[config.mk]
export PLATFORM = sky130hd
export DESIGN_NAME = hne_useq
export DESIGN_NICKNAME = d
export VERILOG_FILES = /design/src/hne_pkg.sv /design/src/hne_useq.sv
export SDC_FILE = /design/constraint.sdc
export NUM_CORES = 1
export LEC_CHECK = 0
export BUFFER_PORTS_ARGS = -buffer_cell sky130_fd_sc_hd__buf_4
export CORE_MARGIN = 2
export CORE_UTILIZATION = 49
export DETAILED_ROUTE_END_ITERATION = 7
export MAX_ROUTING_LAYER = met4
export PLACE_DENSITY = 0.78
export SKIP_LAST_GASP = 1
export SYNTH_ARGS = -nofsm -noshare
export SYNTH_HDL_FRONTEND = slang
export SYNTH_SLANG_ARGS = --single-unit
[constraint.sdc]
create_clock -name clk -period 2.3 [get_ports clk]
set_clock_uncertainty 0.1 [all_clocks]
set_input_delay 0.46 -clock clk [delete_from_list [all_inputs] [get_ports clk]]
set_output_delay 0.46 -clock clk [all_outputs]
set_load 0.01 [all_outputs]
[src/hne_pkg.sv]
// ----------------------------------------------------------------------------
// hne_pkg
// Shared sizes, action codes, microcode word and status types for the
// Hopfield network engine.
// ----------------------------------------------------------------------------
package hne_pkg;

    localparam int NEURONS     = 64;
    localparam int WEIGHT_BITS = 16;

    localparam int IDX_W      = (NEURONS > 1) ? $clog2(NEURONS) : 1;
    localparam int ROW_W      = 6;
    localparam int VALUE_W    = 16;
    localparam int ACTION_W   = 3;
    localparam int SPIN_VEC_W = 64;
    localparam int ENERGY_W   = 29;
    localparam int WADDR_W    = $clog2(NEURONS * NEURONS);
    localparam int ACC_W      = WEIGHT_BITS + 2 * IDX_W + 2;
    localparam int UPC_W      = 4;

    typedef enum logic [ACTION_W-1:0] {
        ACT_WR_WEIGHT = 3'd0,
        ACT_WR_BIAS   = 3'd1,
        ACT_WR_SPIN   = 3'd2,
        ACT_UPDATE    = 3'd3,
        ACT_ENERGY    = 3'd4
    } action_t;

    typedef enum logic [3:0] {
        OP_NOP,
        OP_ACCEPT,
        OP_WR_W,
        OP_WR_B,
        OP_WR_S,
        OP_UPD_INIT,
        OP_UPD_STEP,
        OP_UPD_FIN,
        OP_ENG_INIT,
        OP_ENG_STEP,
        OP_ENG_FIN,
        OP_RESP
    } dp_op_t;

    typedef enum logic [2:0] {
        JMP_NEXT,
        JMP_GOTO,
        JMP_DISPATCH,
        JMP_LOOP,
        JMP_OUT_FREE
    } jmp_t;

    typedef logic [UPC_W-1:0] upc_t;

    typedef struct packed {
        dp_op_t op;
        jmp_t   jmp;
        upc_t   target;
    } ucw_t;

    typedef struct packed {
        logic loop_last;
        logic out_free;
    } dp_stat_t;

    function automatic logic [WEIGHT_BITS-1:0] to_stored(logic signed [VALUE_W-1:0] v);
        logic signed [31:0] x;
        x = 32'(v);
        return x[WEIGHT_BITS-1:0];
    endfunction

endpackage

[src/hne_useq.sv]
// ----------------------------------------------------------------------------
// hne_useq
// Microcode sequencer: control store, step counter and jump logic.
// ----------------------------------------------------------------------------
module hne_useq import hne_pkg::*; (
    input  logic                clk,
    input  logic                rst_n,
    input  logic                in_valid,
    input  logic [ACTION_W-1:0] action,
    input  dp_stat_t            stat,
    output logic                in_ready,
    output dp_op_t              op
);

    localparam upc_t UA_FETCH     = 4'd0;
    localparam upc_t UA_WR_W      = 4'd1;
    localparam upc_t UA_WR_B      = 4'd2;
    localparam upc_t UA_WR_S      = 4'd3;
    localparam upc_t UA_UPD_INIT  = 4'd4;
    localparam upc_t UA_UPD_LOOP  = 4'd5;
    localparam upc_t UA_UPD_DRAIN = 4'd6;
    localparam upc_t UA_UPD_FIN   = 4'd7;
    localparam upc_t UA_ENG_INIT  = 4'd8;
    localparam upc_t UA_ENG_LOOP  = 4'd9;
    localparam upc_t UA_ENG_DRAIN = 4'd10;
    localparam upc_t UA_ENG_FIN   = 4'd11;
    localparam upc_t UA_RESP      = 4'd12;

    function automatic ucw_t ucode(upc_t a);
        ucw_t w;
        unique case (a)
            UA_FETCH:     w = '{OP_ACCEPT,   JMP_DISPATCH, UA_FETCH};
            UA_WR_W:      w = '{OP_WR_W,     JMP_GOTO,     UA_RESP};
            UA_WR_B:      w = '{OP_WR_B,     JMP_GOTO,     UA_RESP};
            UA_WR_S:      w = '{OP_WR_S,     JMP_GOTO,     UA_RESP};
            UA_UPD_INIT:  w = '{OP_UPD_INIT, JMP_NEXT,     UA_FETCH};
            UA_UPD_LOOP:  w = '{OP_UPD_STEP, JMP_LOOP,     UA_UPD_LOOP};
            UA_UPD_DRAIN: w = '{OP_NOP,      JMP_NEXT,     UA_FETCH};
            UA_UPD_FIN:   w = '{OP_UPD_FIN,  JMP_GOTO,     UA_RESP};
            UA_ENG_INIT:  w = '{OP_ENG_INIT, JMP_NEXT,     UA_FETCH};
            UA_ENG_LOOP:  w = '{OP_ENG_STEP, JMP_LOOP,     UA_ENG_LOOP};
            UA_ENG_DRAIN: w = '{OP_NOP,      JMP_NEXT,     UA_FETCH};
            UA_ENG_FIN:   w = '{OP_ENG_FIN,  JMP_GOTO,     UA_RESP};
            UA_RESP:      w = '{OP_RESP,     JMP_OUT_FREE, UA_FETCH};
            default:      w = '{OP_NOP,      JMP_GOTO,     UA_FETCH};
        endcase
        return w;
    endfunction

    upc_t pc_reg;
    upc_t pc_next;
    ucw_t cw;

    assign cw = ucode(pc_reg);

    always_comb
    begin
        pc_next = pc_reg;
        unique case (cw.jmp)
            JMP_NEXT:
                pc_next = pc_reg + 1'b1;
            JMP_GOTO:
                pc_next = cw.target;
            JMP_DISPATCH:
            begin
                if (in_valid)
                begin
                    unique case (action)
                        ACT_WR_WEIGHT: pc_next = UA_WR_W;
                        ACT_WR_BIAS:   pc_next = UA_WR_B;
                        ACT_WR_SPIN:   pc_next = UA_WR_S;
                        ACT_UPDATE:    pc_next = UA_UPD_INIT;
                        ACT_ENERGY:    pc_next = UA_ENG_INIT;
                        default:       pc_next = UA_RESP;
                    endcase
                end
            end
            JMP_LOOP:
                pc_next = stat.loop_last ? pc_reg + 1'b1 : cw.target;
            JMP_OUT_FREE:
                pc_next = stat.out_free ? cw.target : pc_reg;
            default:
                pc_next = UA_FETCH;
        endcase
    end

    always_comb
    begin
        op = cw.op;
        if ((cw.jmp == JMP_DISPATCH && !in_valid) || (cw.jmp == JMP_OUT_FREE && !stat.out_free))
        begin
            op = OP_NOP;
        end
    end

    assign in_ready = (cw.jmp == JMP_DISPATCH);

    always_ff @(posedge clk or negedge rst_n)
    begin
        if (!rst_n)
        begin
            pc_reg <= UA_FETCH;
        end
        else
        begin
            pc_reg <= pc_next;
        end
    end

endmodule

; ---- Word-level counts from Yosys, hierarchy flattened
; Memory sizes are Yosys's and may differ from the RTL's.
; Cells that the tools add are included.
[totals]
in_bits = 8
output_inout_bits = 5
memories = 1
register_bits = 4
romBits = 160
elab_cells = 27
[memory_table]
columns = memory, depth, width, read_ports, rd_ports_with_merged_regs, wr, line
row1 = (name not given), 16, 10, 1, 0, 0, hne_useq.sv:31  ; unique case (a)
[classes]
eq_ne = 10
muxes = 6
add_sub_neg = 1
reduce_logical = 8
[ops]
columns = cell, n
row1 = $pmux W4 S5, 2
row2 = $mux W4, 4
row3 = $eq A3 B2 Y1 const B, 4
row4 = $eq A3 B1 Y1 const B, 2
row5 = $eq A3 B3 Y1 const B, 2
row6 = $logic_not A3 Y1, 2
row7 = $add A4 B1 Y4 const B, 1
row8 = $ne A2 B2 Y1 const B, 2
row9 = $logic_and A1 B1 Y1, 2
row10 = $logic_not A1 Y1, 2
row11 = $reduce_and A2 Y1, 1
row12 = $logic_or A1 B1 Y1, 1

; ---- Depth between registers and ports, before layout
; Gate-level depths: netlist of run 1.
; An unclocked memory read counts as a cell.
[depth]
ltp_word = 5
depth_mapped = 9

; ---- Least setup slack after synthesis of run 1
; Ideal clock, no wire load.
[synth_timing]
path_type = flip-flop to output port
start = reg pc_reg[0]
end = out op[3]
setup_slack_ps = -280
stages_incl_launch_ff = 9
n_path_buf = 2
arrival_time_ps = 2020
cell_sequence = dfrtp_1 buf_2 inv_1 ha_1 buf_2 and4bb_1 nor3_4 o32ai_2 nor3b_1
[synth_via]
elab_chain_len = 5
elab_cells_between_ends = 7
[synth_rtl]
columns = element, line
row1 = from (decl), hne_useq.sv:50  ; upc_t pc_reg;
row2 = from (signal assigned), hne_useq.sv:106  ; pc_reg <= pc_next;
row3 = $mem_v2 Z16 W10 (*), -
row4 = $eq A3 B2 Y1 or $eq A3 B3 Y1 (tied branches), hne_useq.sv:90  ; if ((cw.jmp == JMP_DISPATCH && !in_valid) || (cw.jmp == JMP_OUT_FREE && !stat.out_free))
row5 = $logic_and A1 B1 Y1, hne_useq.sv:90
row6 = $logic_or A1 B1 Y1, hne_useq.sv:90
row7 = $mux W4 (*), hne_useq.sv:90
row8 = to (decl), hne_useq.sv:12  ; output dp_op_t op
; Mark *: on every way between the ends. The rest lies on a longest branch, timed or not.

; ---- Final worst setup path of run 1
[layout_timing]
start = reg pc_reg[0]
end = out op[0]
; Same word-level chain as after synthesis.

==> summary.txt, run 1 <==
Finish
  • Synth-to-Final Area Change: 43.4%
  • Fraction of layout instances using a drive strength above 1: 0.415
  • Number of nets in the finished design: ~140
  • Max reg flops: 4
  • Final cell count without fillers: between 100 and 150
  • Most frequent cells in the layout: buf_4, inv_1, nand2_1, o21ai_0, nor2_1
  • Most common cell after layout, fill and taps aside: buf_4
  • Number of diodes added for antenna fixing: 0
  • Number of fill cells in the layout: 105

Run
  • Max-cap viol count: 0

Clocking
  • Skew-Pair Late Insertion Delay: 0.25 ns
  • CTS Root Cell: clkbuf_4
  • H-tree lvl count: 1
  • # clock sinks: 4
  • Number of buffers on the longest clock path: 2
  • CTS tree: done
  • Number of clock buffers inserted by TritonCTS: 3
  • Clock Pin Slew Worst Setup and Hold Paths: 0.05 ns

Yosys
  • Cell count after synthesis: 97
  • Register bit total from synthesis: 4
  • Net Count, Synth: approximately 110
  • Dominant cells by area after synthesis: dfrtp_1, ha_1, and4bb_1
  • Mean cell area of the mapped netlist: ~7.8 µm²
  • Yosys top cell area share: 0.132
  • Dominant cell type by area after synthesis: dfrtp_1
  • Cell area after synthesis: 756 µm²
  • Sequential-to-total area share from yosys stat: 0.132
  • Yosys Warn Count: 0
  • Number of distinct standard cells referenced by the synthesized netlist: 35

Drt
  • 1st-iter DRT viols: 22
  • Remaining antenna violation count: 0
  • Post-detailed-routing wire length: 2.30 mm
  • Via-per-instance ratio: 6.35
  • First-pass iteration count of the detailed router: 4
  • Count of unresolved DRC violations after routing: 0
  • Wire length per cell: 16.6 µm
  • Vias after detailed routing: 883

Timing
  • Slew of the pin with the lowest slew margin: ~0.42 ns
  • Highest clock frequency the design can meet: ~400 MHz
  • Setup ws final: -0.126 ns
  • Max Slew Vio Count: 0
  • Setup violators final: 5
  • Count of final hold-check violations: 0
  • Unrepaired setup endpoints after global routing: true
  • Max transition margin: 0.720
  • Share of the cycle needed by the critical path after routing: 1.05
  • Minimum period implied by the final worst setup slack: 2.43 ns

Pwr
  • Leakage power figure: roughly 0.48 nW
  • Final Power: ~1.7 mW
  • Power per cell area: 1610 nW/µm²
  • Worst ir drop on vdd: roughly 0.81 mV

Placement
  • DP Wirelength: 1.53 mm
  • Placer congestion estimate: 0.823
  • Placed insts: ~130
  • Port Buf Inserts: 12

GRT
  • Total global routing overflow: 0
  • Overall routing resource usage: 0.252
  • First-pass GRT wire length: about 3.5 mm
  • Maximum number of pins on one net before global-route repair: 23
  • Vias in the first global route: around 780
  • Initial antenna violation count: 0

Worst setup path
  • Startpoint-to-endpoint class of the critical path: register to primary output
  • Critical path startpoint: pc_reg[0]
  • Crit Path Max Fanout: 4
  • Worst setup slack for register-to-register paths: approximately 0.090 ns
  • Capture instance of the worst register-to-register path: pc_reg[2]
  • Critical R2R Launch: pc_reg[0]
  • Worst Reg-to-Reg Cells: 8
  • Arrival time reported for the critical path endpoint: between 1.5 and 2 ns
  • Startpoint type of the worst setup path: register
  • Critical Path Sink Type: primary output
  • Endpoint required time on the critical path: 1.74 ns
  • Critical Path End: op[0]

Outcome
  • Violated checks: setup timing
  • Run status: finished with violations

Floorplanning
  • Overall die width: between 40 and 50 µm
  • Overall die area: roughly 1900 µm²
  • Die H: around 43 µm
  • Effective utilization at floorplan: 0.514
  • Count of standard-cell rows: 14
  • Core Region: about 1500 µm²
  • I/O pin cnt: 13

Worst hold path
  • Tightest Hold Check Type: input port to asynchronous set/reset pin
## kinds of logic after synthesis
group	synth area share
flip-flops	0.132
adder cells (fa/ha/maj)	0.0993
AO/OA/AOI/OAI	0.263
XOR/XNOR	0.0580
AND/OR/NAND/NOR	0.293
buffers and inverters	0.111
multiplexers	0.0430
## worst max-delay path: stages, from the launching register on
cell and delay (ns):
dfrtp_2 0.45, inv_4 0.10, ha_4 0.14, buf_6 0.11, buf_6 0.10, inv_2 0.02
mux4_2 0.46, nor2_2 0.12, buf_4 0.12
## layer usage
| layer | global-route usage | routed length, µm |
|---|---|---|
| met3 | 0.0213 | 123 |
| met5 | - | 0 |
| met2 | 0.445 | 1170 |
| met4 | 0.0667 | 45 |
| met1 | 0.304 | 958 |
## where the power goes
part	internal [mW]	total [mW]	switching, mW	leakage [nW]
Clock	0.0589	0.0953	0.0364	0.0138
Sequential	0.108	0.182	0.0735	0.0494
Combinational	0.730	1.47	0.740	0.417
## synthesized netlist by cell type
library cell and instances:
inv_1 10, nor2_1 8, ha_1 6, nand2_1 6
o21ai_0 6, nor3_1 5, a21oi_1 4, buf_2 4
dfrtp_1 4, nand3_1 4, a21o_1 3, a221oi_1 3
and4bb_1 3, xor2_1 3, a32oi_1 2, and4b_1 2
clkbuf_1 2, nand2b_1 2, nor3b_1 2, o221ai_1 2
xnor2_1 2, a311oi_1 1, buf_4 1, buf_6 1
mux2i_1 1, mux4_2 1, nor3_4 1, nor4b_1 1
o21a_1 1, o221ai_2 1, o311a_1 1, o31ai_1 1
o32ai_2 1, or2_2 1, or4_1 1
## worst min path at each step
stage | end | depth (start not counted)
after floorplan | pc_reg[0] | 0
after global placement | pc_reg[3] | 1
after detailed placement | pc_reg[0] | 1
after CTS | pc_reg[1] | 3
after global routing | pc_reg[3] | 2
final | pc_reg[3] | 2
## repair_timing
action | in CTS | in global routing
cloned | 0 | 0
setup endpoints to repair | 5 | 7
gates resized for setup | 7 | 12
setup buffers | 7 | 4
endpoints found under the hold margin | 4 | 0
pin swaps | 6 | 3
hold buffers | 1 | 0
## layout make-up
type / instances / area (µm²) / share of cell area
inverter: 10 / 45.0 / 0.0416
multi-input combinational: 75 / 641 / 0.591
tap: 16 / 20.0 / 0.0185
clock buffer: 3 / 22.5 / 0.0208
sequential: 4 / 101 / 0.0935
timing repair buffer: 31 / 254 / 0.234
## per-stage QoR
| step | hold WS [ns] | instance area [µm²] | setup slack [ns] | TNS (ns) | utilization |
|---|---|---|---|---|---|
| 3_3_place_gp | 0.159 | 906 | 0.154 | 0 | 0.616 |
| 4_1_cts | 0.433 | 1020 | -0.136 | -0.500 | 0.696 |
| 5_1_grt | 0.449 | 1080 | -0.192 | -0.680 | 0.736 |
| 2_1_floorplan | 0.0644 | 801 | 0.00108 | 0 | - |
| 6_report | 0.448 | 1080 | -0.126 | -0.387 | 0.736 |
| 3_5_place_dp | 0.161 | 906 | 0.0893 | 0 | 0.616 |
Power figures use the tool's default switching activity.
==> run 2: changes to the inputs <==
--- a/config.mk
+++ b/config.mk
@@ -6,11 +6,13 @@
 export NUM_CORES = 1
 export LEC_CHECK = 0
 export BUFFER_PORTS_ARGS = -buffer_cell sky130_fd_sc_hd__buf_4
+export CELL_PAD_IN_SITES_DETAIL_PLACEMENT = 1
+export CELL_PAD_IN_SITES_GLOBAL_PLACEMENT = 2
 export CORE_MARGIN = 2
-export CORE_UTILIZATION = 49
+export CORE_UTILIZATION = 28
 export DETAILED_ROUTE_END_ITERATION = 7
 export MAX_ROUTING_LAYER = met4
-export PLACE_DENSITY = 0.78
+export PLACE_DENSITY = 0.77
 export SKIP_LAST_GASP = 1
 export SYNTH_ARGS = -nofsm -noshare
 export SYNTH_HDL_FRONTEND = slang
==> run 2 against run 1 <==
  * The run still ends with setup timing left
  * Worst hold slack worse by 0.026 ns
  * Sequential share of layout area shrank 0.33 points
  * Routed wire length rose by 21%
  * Largest power group unchanged
==> summary.txt, run 2 (synthesis results as in run 1) <==
Finish
  • Number of nets in the finished design: 140 (was 139)
  • Final design instance area without fill: 1120 µm² (was 1080 µm²)
  • Most frequent cells in the layout: buf_4, nor2_1, nand2_1, o21ai_0, buf_6 (was buf_4, inv_1, nand2_1, o21ai_0, nor2_1)
  • Number of diodes added for antenna fixing: 0 (unchanged)
  • Fraction of layout instances using a drive strength above 1: 0.452 (was 0.415)
  • Synth-to-Final Area Change: 48.7% (was 43.4%)
  • Most common cell after layout, fill and taps aside: buf_4 (unchanged)
  • Final cell count without fillers: 154 (was 139)
  • Max reg flops: 4 (unchanged)

Floorplanning
  • I/O pin cnt: 13 (unchanged)
  • Overall die area: 3130 µm² (was 1870 µm²)
  • Die H: 56.0 µm (was 43.3 µm)
  • Count of standard-cell rows: 18 (was 14)
  • Effective utilization at floorplan: 0.300 (was 0.514)
  • Overall die width: 56.0 µm (was 43.3 µm)
  • Core Region: 2520 µm² (was 1470 µm²)

Drt
  • First-pass iteration count of the detailed router: 4 (unchanged)
  • Top routing layer in use: met4 (unchanged)
  • Vias after detailed routing: 880 (was 883)
  • Post-detailed-routing wire length: 2.78 mm (was 2.30 mm)
  • 1st-iter DRT viols: 9 (was 22)
  • Total length of routed met2 wires: 1.45 mm (was 1.17 mm)
  • Wire length per cell: 18.1 µm (was 16.6 µm)
  • Met1 wire length: 1.21 mm (was 958 µm)
  • Via-per-instance ratio: 5.71 (was 6.35)
  • Count of unresolved DRC violations after routing: 0 (unchanged)
  • Remaining antenna violation count: 0 (unchanged)
  • Met3 wirelength from detailed routing: 58 µm (was 123 µm)

Timing
  • Max transition margin: 0.679 (was 0.720)
  • Setup ws final: -0.0976 ns (was -0.126 ns)
  • Unrepaired setup endpoints after global routing: true (unchanged)
  • Slew of the pin with the lowest slew margin: 0.475 ns (was 0.417 ns)
  • Max Slew Vio Count: 0 (unchanged)
  • Highest clock frequency the design can meet: 417 MHz (was 412 MHz)
  • Count of final hold-check violations: 0 (unchanged)
  • Fin Setup TNS: -0.277 ns (was -0.387 ns)
  • Share of the cycle needed by the critical path after routing: 1.04 (was 1.05)
  • Setup violators final: 5 (unchanged)
  • Minimum period implied by the final worst setup slack: 2.40 ns (was 2.43 ns)
  • Final-layout worst hold slack: 0.422 ns (was 0.448 ns)

Clocking
  • H-tree lvl count: 1 (unchanged)
  • CTS tree: done (unchanged)
  • CTS Root Cell: clkbuf_4 (unchanged)
  • Number of clock buffers inserted by TritonCTS: 3 (unchanged)
  • Number of buffers on the longest clock path: 2 (unchanged)
  • Skew-Pair Late Insertion Delay: 0.25 ns (about the same)
  • Clock Pin Slew Worst Setup and Hold Paths: 0.04 ns (was 0.05 ns)
  • # clock sinks: 4 (unchanged)

Placement
  • Port Buf Inserts: 12 (unchanged)
  • Post-DP Area: 938 µm² (was 906 µm²)
  • DP Wirelength: 1.84 mm (was 1.53 mm)
  • Placed insts: 141 (was 125)
  • Placer congestion estimate: 0.850 (was 0.823)

Worst setup path
  • Arrival time reported for the critical path endpoint: 1.84 ns (was 1.87 ns)
  • Crit-path slowest cell: dfrtp_1 (was mux4_2)
  • Endpoint required time on the critical path: 1.74 ns (about the same)
  • Startpoint-to-endpoint class of the critical path: register to primary output (unchanged)
  • Crit-path max cell delay: 0.39 ns (was 0.46 ns)
  • Crit path cell chain: inv_4 -> ha_4 -> and4bb_1 -> nor3_4 -> o32ai_4 -> nor3b_2 -> buf_4 (was inv_4 -> ha_4 -> buf_6 -> buf_6 -> inv_2 -> mux4_2 -> nor2_2 -> buf_4)
  • Top delay family on crit path: simple AND/OR/NAND/NOR gates (was multiplexers)
  • Crit Path Max Fanout: 5 (was 4)
  • Sum of buffers and inverters on the critical path: 2 (was 5)
  • Startpoint type of the worst setup path: register (unchanged)
  • Critical Path Sink Type: primary output (unchanged)

GRT
  • Overall routing resource usage: 0.187 (was 0.252)
  • Initial antenna violation count: 0 (unchanged)
  • First-pass GRT wire length: 4.43 mm (was 3.49 mm)
  • Total global routing overflow: 0 (unchanged)
  • Vias in the first global route: 938 (was 781)
  • Maximum number of pins on one net before global-route repair: 18 (was 23)

Worst hold path
  • Tightest Hold Check Type: input port to register (was input port to asynchronous set/reset pin)

Pwr
  • Leakage power figure: 0.488 nW (was 0.480 nW)
  • Worst ir drop on vdd: 0.791 mV (was 0.807 mV)
  • Power per cell area: 1620 nW/µm² (was 1610 nW/µm²)
  • Final Power: 1.82 mW (was 1.75 mW)

Run
  • Max-cap viol count: 0 (unchanged)

Outcome
  • Violated checks: setup timing (unchanged)
  • Run status: finished with violations (unchanged)
run 2: metal layers:
metal,track usage,vias up
li1,-,416
met1,0.195,445
met2,0.359,13
met3,0.0140,6
met4,0.0748,0
met5,-,-
run 2: worst paths after layout:
kind	startpoint	to	slack [ns]	depth (start not counted)
setup / recovery	pc_reg[1]	op[3]	-0.1	7
hold / removal	in_valid	pc_reg[1]	0.42	3
setup reg to reg	pc_reg[0]	pc_reg[2]	0.10	8
hold reg to reg	pc_reg[1]	pc_reg[1]	0.64	3
max in group asynchronous	rst_n	pc_reg[0]	1.55	2
min in group asynchronous	rst_n	pc_reg[3]	0.44	2
run 2: repair_timing:
| action | 4_1_cts | 5_1_grt |
|---|---|---|
| pin swaps | 7 | 1 |
| setup endpoints to repair | 5 | 8 |
| hold buffers | 1 | 0 |
| hold endpoints to repair | 4 | 0 |
| gates resized for setup | 19 | 5 |
| buffers inserted | 9 | 3 |
run 2: layout make-up:
| class | count | area [µm²] |
|---|---|---|
| fill | 304 | 1400 |
| clock buffer | 3 | 22.5 |
| tap | 30 | 37.5 |
| multi-input combinational | 75 | 652 |
| sequential | 4 | 101 |
| inverter | 10 | 45.0 |
| timing repair buffer | 32 | 265 |
run 2: worst min-delay path, cell delays in order:
cell     delay, ns
buf_4         0.12
a32oi_1       0.08
o21ai_0       0.07
run 2: report_power, final:
part           switching (mW)  internal (mW)
Sequential             0.0602          0.108
Clock                  0.0390         0.0591
Combinational           0.793          0.760
Total                   0.892          0.927
run 2: stage by stage:
stage                     setup WS, ns   util
final                          -0.0976  0.445
after global routing            -0.190  0.445
after CTS                       -0.108  0.428
after detailed placement        0.0421  0.372
after global placement          0.0790  0.372
after floorplan                0.00108      -
